## src/hdl/egcd_pkg.sv

```systemverilog
// ----------------------------------------------------------------------------
// egcd_pkg
// shared types and constants for the extended gcd core: payload structs,
// controller states and the command / status bundles between the two halves
// ----------------------------------------------------------------------------
package egcd_pkg;

	localparam int unsigned OPER_W  = 63;
	localparam int unsigned COEF_W  = 64;
	localparam int unsigned SHIFT_W = $clog2(OPER_W);

	typedef struct packed {
		logic [OPER_W-1:0] first_operand;
		logic [OPER_W-1:0] second_operand;
	} egcd_in_t;

	typedef struct packed {
		logic        [OPER_W-1:0] gcd_value;
		logic signed [COEF_W-1:0] coef_a;
		logic signed [COEF_W-1:0] coef_b;
	} egcd_out_t;

	typedef enum logic [2:0] {
		ST_IDLE,
		ST_CHECK,
		ST_ALIGN,
		ST_DIVIDE,
		ST_UPDATE,
		ST_FINISH
	} egcd_state_t;

	typedef struct packed {
		logic load;
		logic start_div;
		logic align;
		logic div_step;
		logic update;
		logic capture;
	} egcd_cmd_t;

	typedef struct packed {
		logic r1_zero;
		logic can_align;
		logic shift_zero;
	} egcd_status_t;

endpackage

```

## src/hdl/egcd_ctrl.sv

```systemverilog
// ----------------------------------------------------------------------------
// egcd_ctrl
// sequencer for the euclid loop: per step a divisor alignment pass, then one
// quotient bit per cycle, then the remainder / coefficient rotation
// ----------------------------------------------------------------------------
module egcd_ctrl (
	input  logic                  clk,
	input  logic                  arst_n,
	input  logic                  in_valid,
	output logic                  in_ready,
	output logic                  out_valid,
	input  logic                  out_ready,
	input  egcd_pkg::egcd_status_t status,
	output egcd_pkg::egcd_cmd_t   cmd
);
	import egcd_pkg::*;

	egcd_state_t state_q;
	egcd_state_t state_next;
	logic        out_valid_q;
	logic        out_free;

	assign out_free  = !out_valid_q || out_ready;
	assign in_ready  = (state_q == ST_IDLE);
	assign out_valid = out_valid_q;

	always_ff @(posedge clk or negedge arst_n) begin
		if (!arst_n) begin
			state_q     <= ST_IDLE;
			out_valid_q <= 1'b0;
		end else begin
			state_q <= state_next;
			if (cmd.capture) begin
				out_valid_q <= 1'b1;
			end else if (out_ready) begin
				out_valid_q <= 1'b0;
			end
		end
	end

	// next state
	always_comb begin
		state_next = state_q;
		unique case (state_q)
			ST_IDLE: begin
				if (in_valid) state_next = ST_CHECK;
			end
			ST_CHECK: begin
				state_next = status.r1_zero ? ST_FINISH : ST_ALIGN;
			end
			ST_ALIGN: begin
				if (!status.can_align) state_next = ST_DIVIDE;
			end
			ST_DIVIDE: begin
				if (status.shift_zero) state_next = ST_UPDATE;
			end
			ST_UPDATE: begin
				state_next = ST_CHECK;
			end
			ST_FINISH: begin
				if (out_free) state_next = ST_IDLE;
			end
			default: begin
				state_next = ST_IDLE;
			end
		endcase
	end

	// datapath commands
	always_comb begin
		cmd = '0;
		unique case (state_q)
			ST_IDLE:   cmd.load      = in_valid;
			ST_CHECK:  cmd.start_div = !status.r1_zero;
			ST_ALIGN:  cmd.align     = status.can_align;
			ST_DIVIDE: cmd.div_step  = 1'b1;
			ST_UPDATE: cmd.update    = 1'b1;
			ST_FINISH: cmd.capture   = out_free;
			default:   cmd           = '0;
		endcase
	end

endmodule

```

## src/hdl/egcd_datapath.sv

```systemverilog
// ----------------------------------------------------------------------------
// egcd_datapath
// remainder pair, bezout coefficient pairs, shift-subtract divider with
// horner accumulation of q*s1 and q*t1, and the result register
// ----------------------------------------------------------------------------
module egcd_datapath (
	input  logic                   clk,
	input  egcd_pkg::egcd_in_t     in_data,
	input  egcd_pkg::egcd_cmd_t    cmd,
	output egcd_pkg::egcd_status_t status,
	output egcd_pkg::egcd_out_t    out_data
);
	import egcd_pkg::*;

	logic [OPER_W-1:0]  r0_q, r1_q, d_q;
	logic [SHIFT_W-1:0] k_q;
	logic [COEF_W-1:0]  s0_q, s1_q, t0_q, t1_q, ps_q, pt_q;
	egcd_out_t          out_q;

	logic               q_bit;
	logic [COEF_W-1:0]  ps_add, pt_add;

	// quotient bit at the current shift
	assign q_bit  = (d_q <= r0_q);
	assign ps_add = q_bit ? s1_q : '0;
	assign pt_add = q_bit ? t1_q : '0;

	assign status.r1_zero    = (r1_q == '0);
	assign status.can_align  = !d_q[OPER_W-1] && ({d_q, 1'b0} <= {1'b0, r0_q});
	assign status.shift_zero = (k_q == '0);

	assign out_data = out_q;

	always_ff @(posedge clk) begin
		priority if (cmd.load) begin
			r0_q <= in_data.first_operand;
			r1_q <= in_data.second_operand;
			s0_q <= COEF_W'(1);
			s1_q <= '0;
			t0_q <= '0;
			t1_q <= COEF_W'(1);
		end else if (cmd.start_div) begin
			d_q  <= r1_q;
			k_q  <= '0;
			ps_q <= '0;
			pt_q <= '0;
		end else if (cmd.align) begin
			d_q <= {d_q[OPER_W-2:0], 1'b0};
			k_q <= k_q + SHIFT_W'(1);
		end else if (cmd.div_step) begin
			if (q_bit) r0_q <= r0_q - d_q;
			ps_q <= {ps_q[COEF_W-2:0], 1'b0} + ps_add;
			pt_q <= {pt_q[COEF_W-2:0], 1'b0} + pt_add;
			if (k_q != '0) begin
				d_q <= {1'b0, d_q[OPER_W-1:1]};
				k_q <= k_q - SHIFT_W'(1);
			end
		end else if (cmd.update) begin
			// r0 holds the remainder here
			r0_q <= r1_q;
			r1_q <= r0_q;
			s0_q <= s1_q;
			s1_q <= s0_q - ps_q;
			t0_q <= t1_q;
			t1_q <= t0_q - pt_q;
		end else if (cmd.capture) begin
			out_q.gcd_value <= r0_q;
			out_q.coef_a    <= s0_q;
			out_q.coef_b    <= t0_q;
		end
	end

endmodule

```

## src/hdl/extended_gcd_mod_inverse_core.sv

```systemverilog
// ----------------------------------------------------------------------------
// extended_gcd_mod_inverse_core
// extended euclidean algorithm: gcd and bezout coefficients of two 63-bit
// operands, coef_a doubling as the unreduced modular inverse of a mod b
// ----------------------------------------------------------------------------
// operation: each euclid step runs an alignment pass and then a shift-subtract
//   pass of the divider; a zero second operand goes straight to the result
// throughput: one item at a time; the next item is taken once the last step
//   is done, while the previous result may still sit in the output register
// reset: arst_n clears the controller and the output valid; data regs hold
// ----------------------------------------------------------------------------
module extended_gcd_mod_inverse_core (
	input  logic                clk,
	input  logic                arst_n,
	input  logic                in_valid,
	output logic                in_ready,
	input  egcd_pkg::egcd_in_t  in_data,
	output logic                out_valid,
	input  logic                out_ready,
	output egcd_pkg::egcd_out_t out_data
);
	import egcd_pkg::*;

	// command and status bundles between sequencer and datapath
	egcd_cmd_t    cmd;
	egcd_status_t status;

	// controller: idle, per-step check / align / divide / update, finish
	egcd_ctrl u_ctrl (
		.clk       (clk),
		.arst_n    (arst_n),
		.in_valid  (in_valid),
		.in_ready  (in_ready),
		.out_valid (out_valid),
		.out_ready (out_ready),
		.status    (status),
		.cmd       (cmd)
	);

	// datapath: remainders, coefficients, divider and the result register
	egcd_datapath u_datapath (
		.clk      (clk),
		.in_data  (in_data),
		.cmd      (cmd),
		.status   (status),
		.out_data (out_data)
	);

endmodule

```

## config.mk

```make
export PLATFORM = sky130hd
export DESIGN_NAME = extended_gcd_mod_inverse_core
export DESIGN_NICKNAME = d
export VERILOG_FILES = /design/src/hdl/egcd_pkg.sv /design/src/hdl/egcd_ctrl.sv /design/src/hdl/egcd_datapath.sv /design/src/hdl/extended_gcd_mod_inverse_core.sv
export SDC_FILE = /design/constraint.sdc
export NUM_CORES = 2
export LEC_CHECK = 0
export BUFFER_PORTS_ARGS = -buffer_cell sky130_fd_sc_hd__buf_2
export CORE_MARGIN = 10
export CORE_UTILIZATION = 55
export CTS_BUF_LIST = sky130_fd_sc_hd__clkbuf_16
export DETAILED_ROUTE_END_ITERATION = 8
export GPL_TIMING_DRIVEN = 0
export PLACE_DENSITY = 0.73
export SETUP_SLACK_MARGIN = 0.02
export SLEW_MARGIN = 5
export SYNTH_ARGS = -nofsm -noshare
export SYNTH_HDL_FRONTEND = slang
export SYNTH_HIERARCHICAL = 1
export SYNTH_SLANG_ARGS = --single-unit
```

## constraint.sdc

```tcl
create_clock -name clk -period 15.3 [get_ports clk]
set_clock_uncertainty 0.2 [all_clocks]
set_input_delay 2.295 -clock clk [delete_from_list [all_inputs] [get_ports clk]]
set_output_delay 2.295 -clock clk [all_outputs]
set_load 0.1 [all_outputs]
```

==> qor.json <==
{
  "numPortBuffers": {"value": 322},
  "hpwl": {"value": 128000, "unit": "µm"},
  "placed_area": {"value": 53120, "unit": "µm²"},
  "layout-drive-gt1-share": {"value": 8.701, "unit": "%"},
  "clock_sink_count": {"value": 774},
  "fin_setup_tns": {"value": 0, "unit": "ns"},
  "start_util": {"value": 55.33, "unit": "%"},
  "synth.cell_area": {"value": 49720, "unit": "µm²"},
  "p_leak": {"value": 24.13, "unit": "nW"},
  "postCtsResizedCells": {"value": 0},
  "fin_area": {"value": 55970, "unit": "µm²"},
  "synth-seq-cells": {"value": 774},
  "dieArea": {"value": 102800, "unit": "µm²"},
  "arrival_time_of_the_worst_setup_path": {"value": 9.53, "unit": "ns"},
  "fp.dieW": {"value": 320.7, "unit": "µm"},
  "timing.final.max_slew_violations": {"value": 0},
  "drt-pass1-iter-count": {"value": 6},
  "total_power": {"value": 15.86, "unit": "mW"},
  "critPathRequiredTime": {"value": 15.51, "unit": "ns"},
  "postCtsSetupRepairBufs": {"value": 0},
  "pwr_density_cell": {"value": 283.3, "unit": "nW/µm²"},
  "global_route.usage.total": {"value": 31.18, "unit": "%"},
  "worstMarginPinSlew": {"value": 1.438, "unit": "ns"},
  "area_of_the_core_region": {"value": 89870, "unit": "µm²"},
  "route.antenna.remaining_nets": {"value": 0},
  "globalplace.congestion": {"value": 0.9870},
  "relSlewSlack": {"value": 4.157, "unit": "%"},
  "max_clock_freq": {"value": 0.1073, "unit": "GHz"},
  "final.fill_count": {"value": 7826},
  "post_route_minimum_period": {"value": 9.317, "unit": "ns"},
  "setup.worst_path.start_class": {"value": "flip-flop"},
  "part_of_the_yosys_area_used_for_sequential_elements": {"value": 41.55, "unit": "%"},
  "drt-wirelength-per-cell": {"value": 22.81, "unit": "µm"},
  "r2r_cells": {"value": 24},
  "crit-reg2reg-launch": {"value": "u_datapath/r0_q[6]"},
  "mappedNetlistNets": {"value": 6098},
  "routed-via-count": {"value": 44150},
  "critPathKind": {"value": "flip-flop to flip-flop"},
  "drcViolationCount": {"value": 0},
  "clock_tree_from_tritoncts": {"value": "done"},
  "grt_antenna_before_repair": {"value": 5},
  "numCtsBuffers": {"value": 88},
  "max_fo_critical_path": {"value": 10},
  "syn_inst": {"value": 5583},
  "finalCritPeriodShare": {"value": 60.90, "unit": "%"},
  "num_io_pins": {"value": 323},
  "worst_slack": {"value": 5.983, "unit": "ns"},
  "worstSetupEndpoint": {"value": "u_datapath/ps_q[57]"},
  "drt_iter0_markers": {"value": 4576},
  "ys_top_cells_by_area": {"value": "sky130_fd_sc_hd__edfxtp_1, sky130_fd_sc_hd__dfxtp_1, sky130_fd_sc_hd__ha_1"},
  "hold_ws": {"value": 0.2471, "unit": "ns"},
  "htree_num_levels": {"value": 3},
  "worstSkewPairLatency": {"value": 0.67, "unit": "ns"},
  "rr_endpoint": {"value": "u_datapath/ps_q[57]"},
  "cts-root-to-sink-buffers": {"value": 3},
  "synth_top_area_share": {"value": 31.04, "unit": "%"},
  "synth_commonest_cells": {"value": "sky130_fd_sc_hd__nand2_1, sky130_fd_sc_hd__a21oi_1, sky130_fd_sc_hd__edfxtp_1"},
  "synth-main-ff-cell": {"value": "sky130_fd_sc_hd__edfxtp_1"},
  "netlist.top_cell.by_area": {"value": "sky130_fd_sc_hd__edfxtp_1"},
  "post_synth.cell_area_avg": {"value": 8.906, "unit": "µm²"},
  "cts-root-buf": {"value": "sky130_fd_sc_hd__clkbuf_16"},
  "max_cap_violations": {"value": 0},
  "setup_viol_count_final": {"value": 0},
  "clk_pin_slew_worst_paths": {"value": 0.06, "unit": "ns"},
  "post-synth-top-count-cell": {"value": "sky130_fd_sc_hd__nand2_1"},
  "rsz0062_at_grt": {"value": "no"},
  "holdCritPathClass": {"value": "flip-flop to flip-flop"},
  "crit_startpoint": {"value": "u_datapath/r0_q[6]"},
  "r2r_slack": {"value": 5.98, "unit": "ns"},
  "dp_slack": {"value": 6.196, "unit": "ns"},
  "synth_enable_flop_cells": {"value": 514},
  "max_vdd_drop": {"value": 0.1635, "unit": "mV"},
  "ys_warn_count": {"value": 6},
  "finalWirelength": {"value": 165500, "unit": "µm"},
  "synth_cell_types": {"value": 88},
  "hold_viol": {"value": 0},
  "final_nets": {"value": 6522},
  "globalRoute.totalOverflow": {"value": 0},
  "worstSetupEndpointType": {"value": "flip-flop"},
  "areaGrowthSynthToFinish": {"value": 12.57, "unit": "%"},
  "status": {"value": "finished clean"},
  "via_count_of_the_first_global_routing_pass": {"value": 42170},
  "global_route_wire_length_before_repair": {"value": 251300, "unit": "µm"},
  "post_drt_via_cell_ratio": {"value": 6.083},
  "floorplan.die.height": {"value": 320.7, "unit": "µm"},
  "cts_hold_repair.buffers": {"value": 0},
  "synthArstFlopShare": {"value": 0.5168, "unit": "%"},
  "grt_max_degree": {"value": 61},
  "floorplan.rows": {"value": 110}
}
where the power goes:
group          internal [mW]  switching, mW  leakage, nW
Combinational           3.65           5.92         15.5
Clock                   1.23          0.908         1.49
Sequential              3.49          0.665         7.12
Total                   8.36           7.50         24.1
registers in the layout, summed over array words and instances (netlist names):
signal	cells
u_datapath/r0_q	63
u_datapath/t0_q	64
u_datapath/s1_q	64
u_ctrl/out_valid	1
u_ctrl/state_q	3
u_datapath/ps_q	64
u_datapath/s0_q	64
u_datapath/d_q	63
u_datapath/r1_q	63
u_datapath/k_q	6
u_datapath/out_data	191
u_datapath/pt_q	64
u_datapath/t1_q	64
cell type report:
class	instances	area [µm²]	area share [%]
buffer	315	1212	2.166
timing repair buffer	334	1889	3.375
multi-input combinational	4148	26590	47.50
sequential	774	20660	36.91
antenna	2	5.005	0.008941
inverter	346	1301	2.325
tap	1176	1471	2.629
clock buffer	89	2227	3.979
clock inverter	74	623.1	1.113
per-stage QoR:
stage	util, %	std cells
finish	62.28	7258
global route	62.28	7256
CTS	62.27	7256
detailed placement	59.10	7093
global placement	58.76	7081
floorplan	-	5583
cells by family after synthesis:
group,Yosys count,share of synthesized area (%)
buffers and inverters,661,5.045
muxes,112,2.275
DFF,774,41.55
xor gates and xnor gates,275,4.844
and+or+nand+nor,1740,16.17
AOI/OAI and AO/OA,1636,20.34
adders and majority gates,385,9.779
worst max-delay path, cell delays in order (launching register included):
cell                        delay, ns
sky130_fd_sc_hd__edfxtp_1        0.50
sky130_fd_sc_hd__ha_1            0.47
sky130_fd_sc_hd__nand3_1         0.13
sky130_fd_sc_hd__a211oi_1        0.49
sky130_fd_sc_hd__o2111ai_1       0.20
sky130_fd_sc_hd__a2111oi_0       1.09
sky130_fd_sc_hd__o21ai_0         0.27
sky130_fd_sc_hd__a31oi_1         0.36
sky130_fd_sc_hd__a31o_2          0.41
sky130_fd_sc_hd__buf_2           0.46
sky130_fd_sc_hd__clkbuf_1        0.50
sky130_fd_sc_hd__and2_1          0.21
sky130_fd_sc_hd__ha_1            0.19
sky130_fd_sc_hd__fa_1            0.22
sky130_fd_sc_hd__a21oi_1         0.11
sky130_fd_sc_hd__o22ai_1         0.25
sky130_fd_sc_hd__o311ai_0        0.33
sky130_fd_sc_hd__o21ai_0         0.55
sky130_fd_sc_hd__a21o_1          0.28
sky130_fd_sc_hd__a31o_2          0.23
sky130_fd_sc_hd__a21oi_1         0.16
sky130_fd_sc_hd__o41ai_1         0.69
sky130_fd_sc_hd__a21oi_1         0.22
sky130_fd_sc_hd__o21bai_1        0.20
sky130_fd_sc_hd__mux2_2          0.35
placed cells by master (no fill, tap or decap), types with 35 or more instances in the layout:
cell type / count
sky130_fd_sc_hd__nor2_1: 317
sky130_fd_sc_hd__buf_2: 332
sky130_fd_sc_hd__o21bai_1: 59
sky130_fd_sc_hd__clkbuf_16: 89
sky130_fd_sc_hd__a31oi_1: 51
sky130_fd_sc_hd__and3_1: 35
sky130_fd_sc_hd__a211oi_1: 39
sky130_fd_sc_hd__and2_1: 141
sky130_fd_sc_hd__dfxtp_1: 256
sky130_fd_sc_hd__nand2_1: 798
sky130_fd_sc_hd__nor2b_1: 63
sky130_fd_sc_hd__o21ai_0: 395
sky130_fd_sc_hd__edfxtp_1: 514
sky130_fd_sc_hd__nor3_1: 49
sky130_fd_sc_hd__inv_1: 374
sky130_fd_sc_hd__clkbuf_1: 279
sky130_fd_sc_hd__a21o_1: 257
sky130_fd_sc_hd__ha_1: 379
sky130_fd_sc_hd__nand4_1: 127
sky130_fd_sc_hd__xor2_1: 110
sky130_fd_sc_hd__mux2i_1: 104
sky130_fd_sc_hd__a21oi_1: 569
sky130_fd_sc_hd__nand3_1: 78
sky130_fd_sc_hd__xnor2_1: 165
worst min path at each step:
stage | slack [ns] | startpoint | depth (start not counted) | end
after detailed placement | 0.23 | u_datapath/s0_q[0] | 0 | u_datapath/out_data[64]
after CTS | 0.24 | u_datapath/s0_q[0] | 0 | u_datapath/out_data[64]
final | 0.25 | u_datapath/s0_q[0] | 0 | u_datapath/out_data[64]
after global routing | 0.26 | u_datapath/s0_q[0] | 0 | u_datapath/out_data[64]
after global placement | 0.24 | u_datapath/s0_q[0] | 0 | u_datapath/out_data[64]
after floorplan | 0.21 | u_datapath/s0_q[0] | 0 | u_datapath/out_data[64]
routing by layer:
metal / wire, µm / global-route usage [%] / up-vias
met4: 6892 / 12.37 / 2
met3: 14940 / 5.629 / 325
met5: 9 / 0 / -
met2: 73250 / 48.70 / 1985
li1: - / - / 20830
met1: 70450 / 42.46 / 21010
Power figures use the tool's default switching activity.
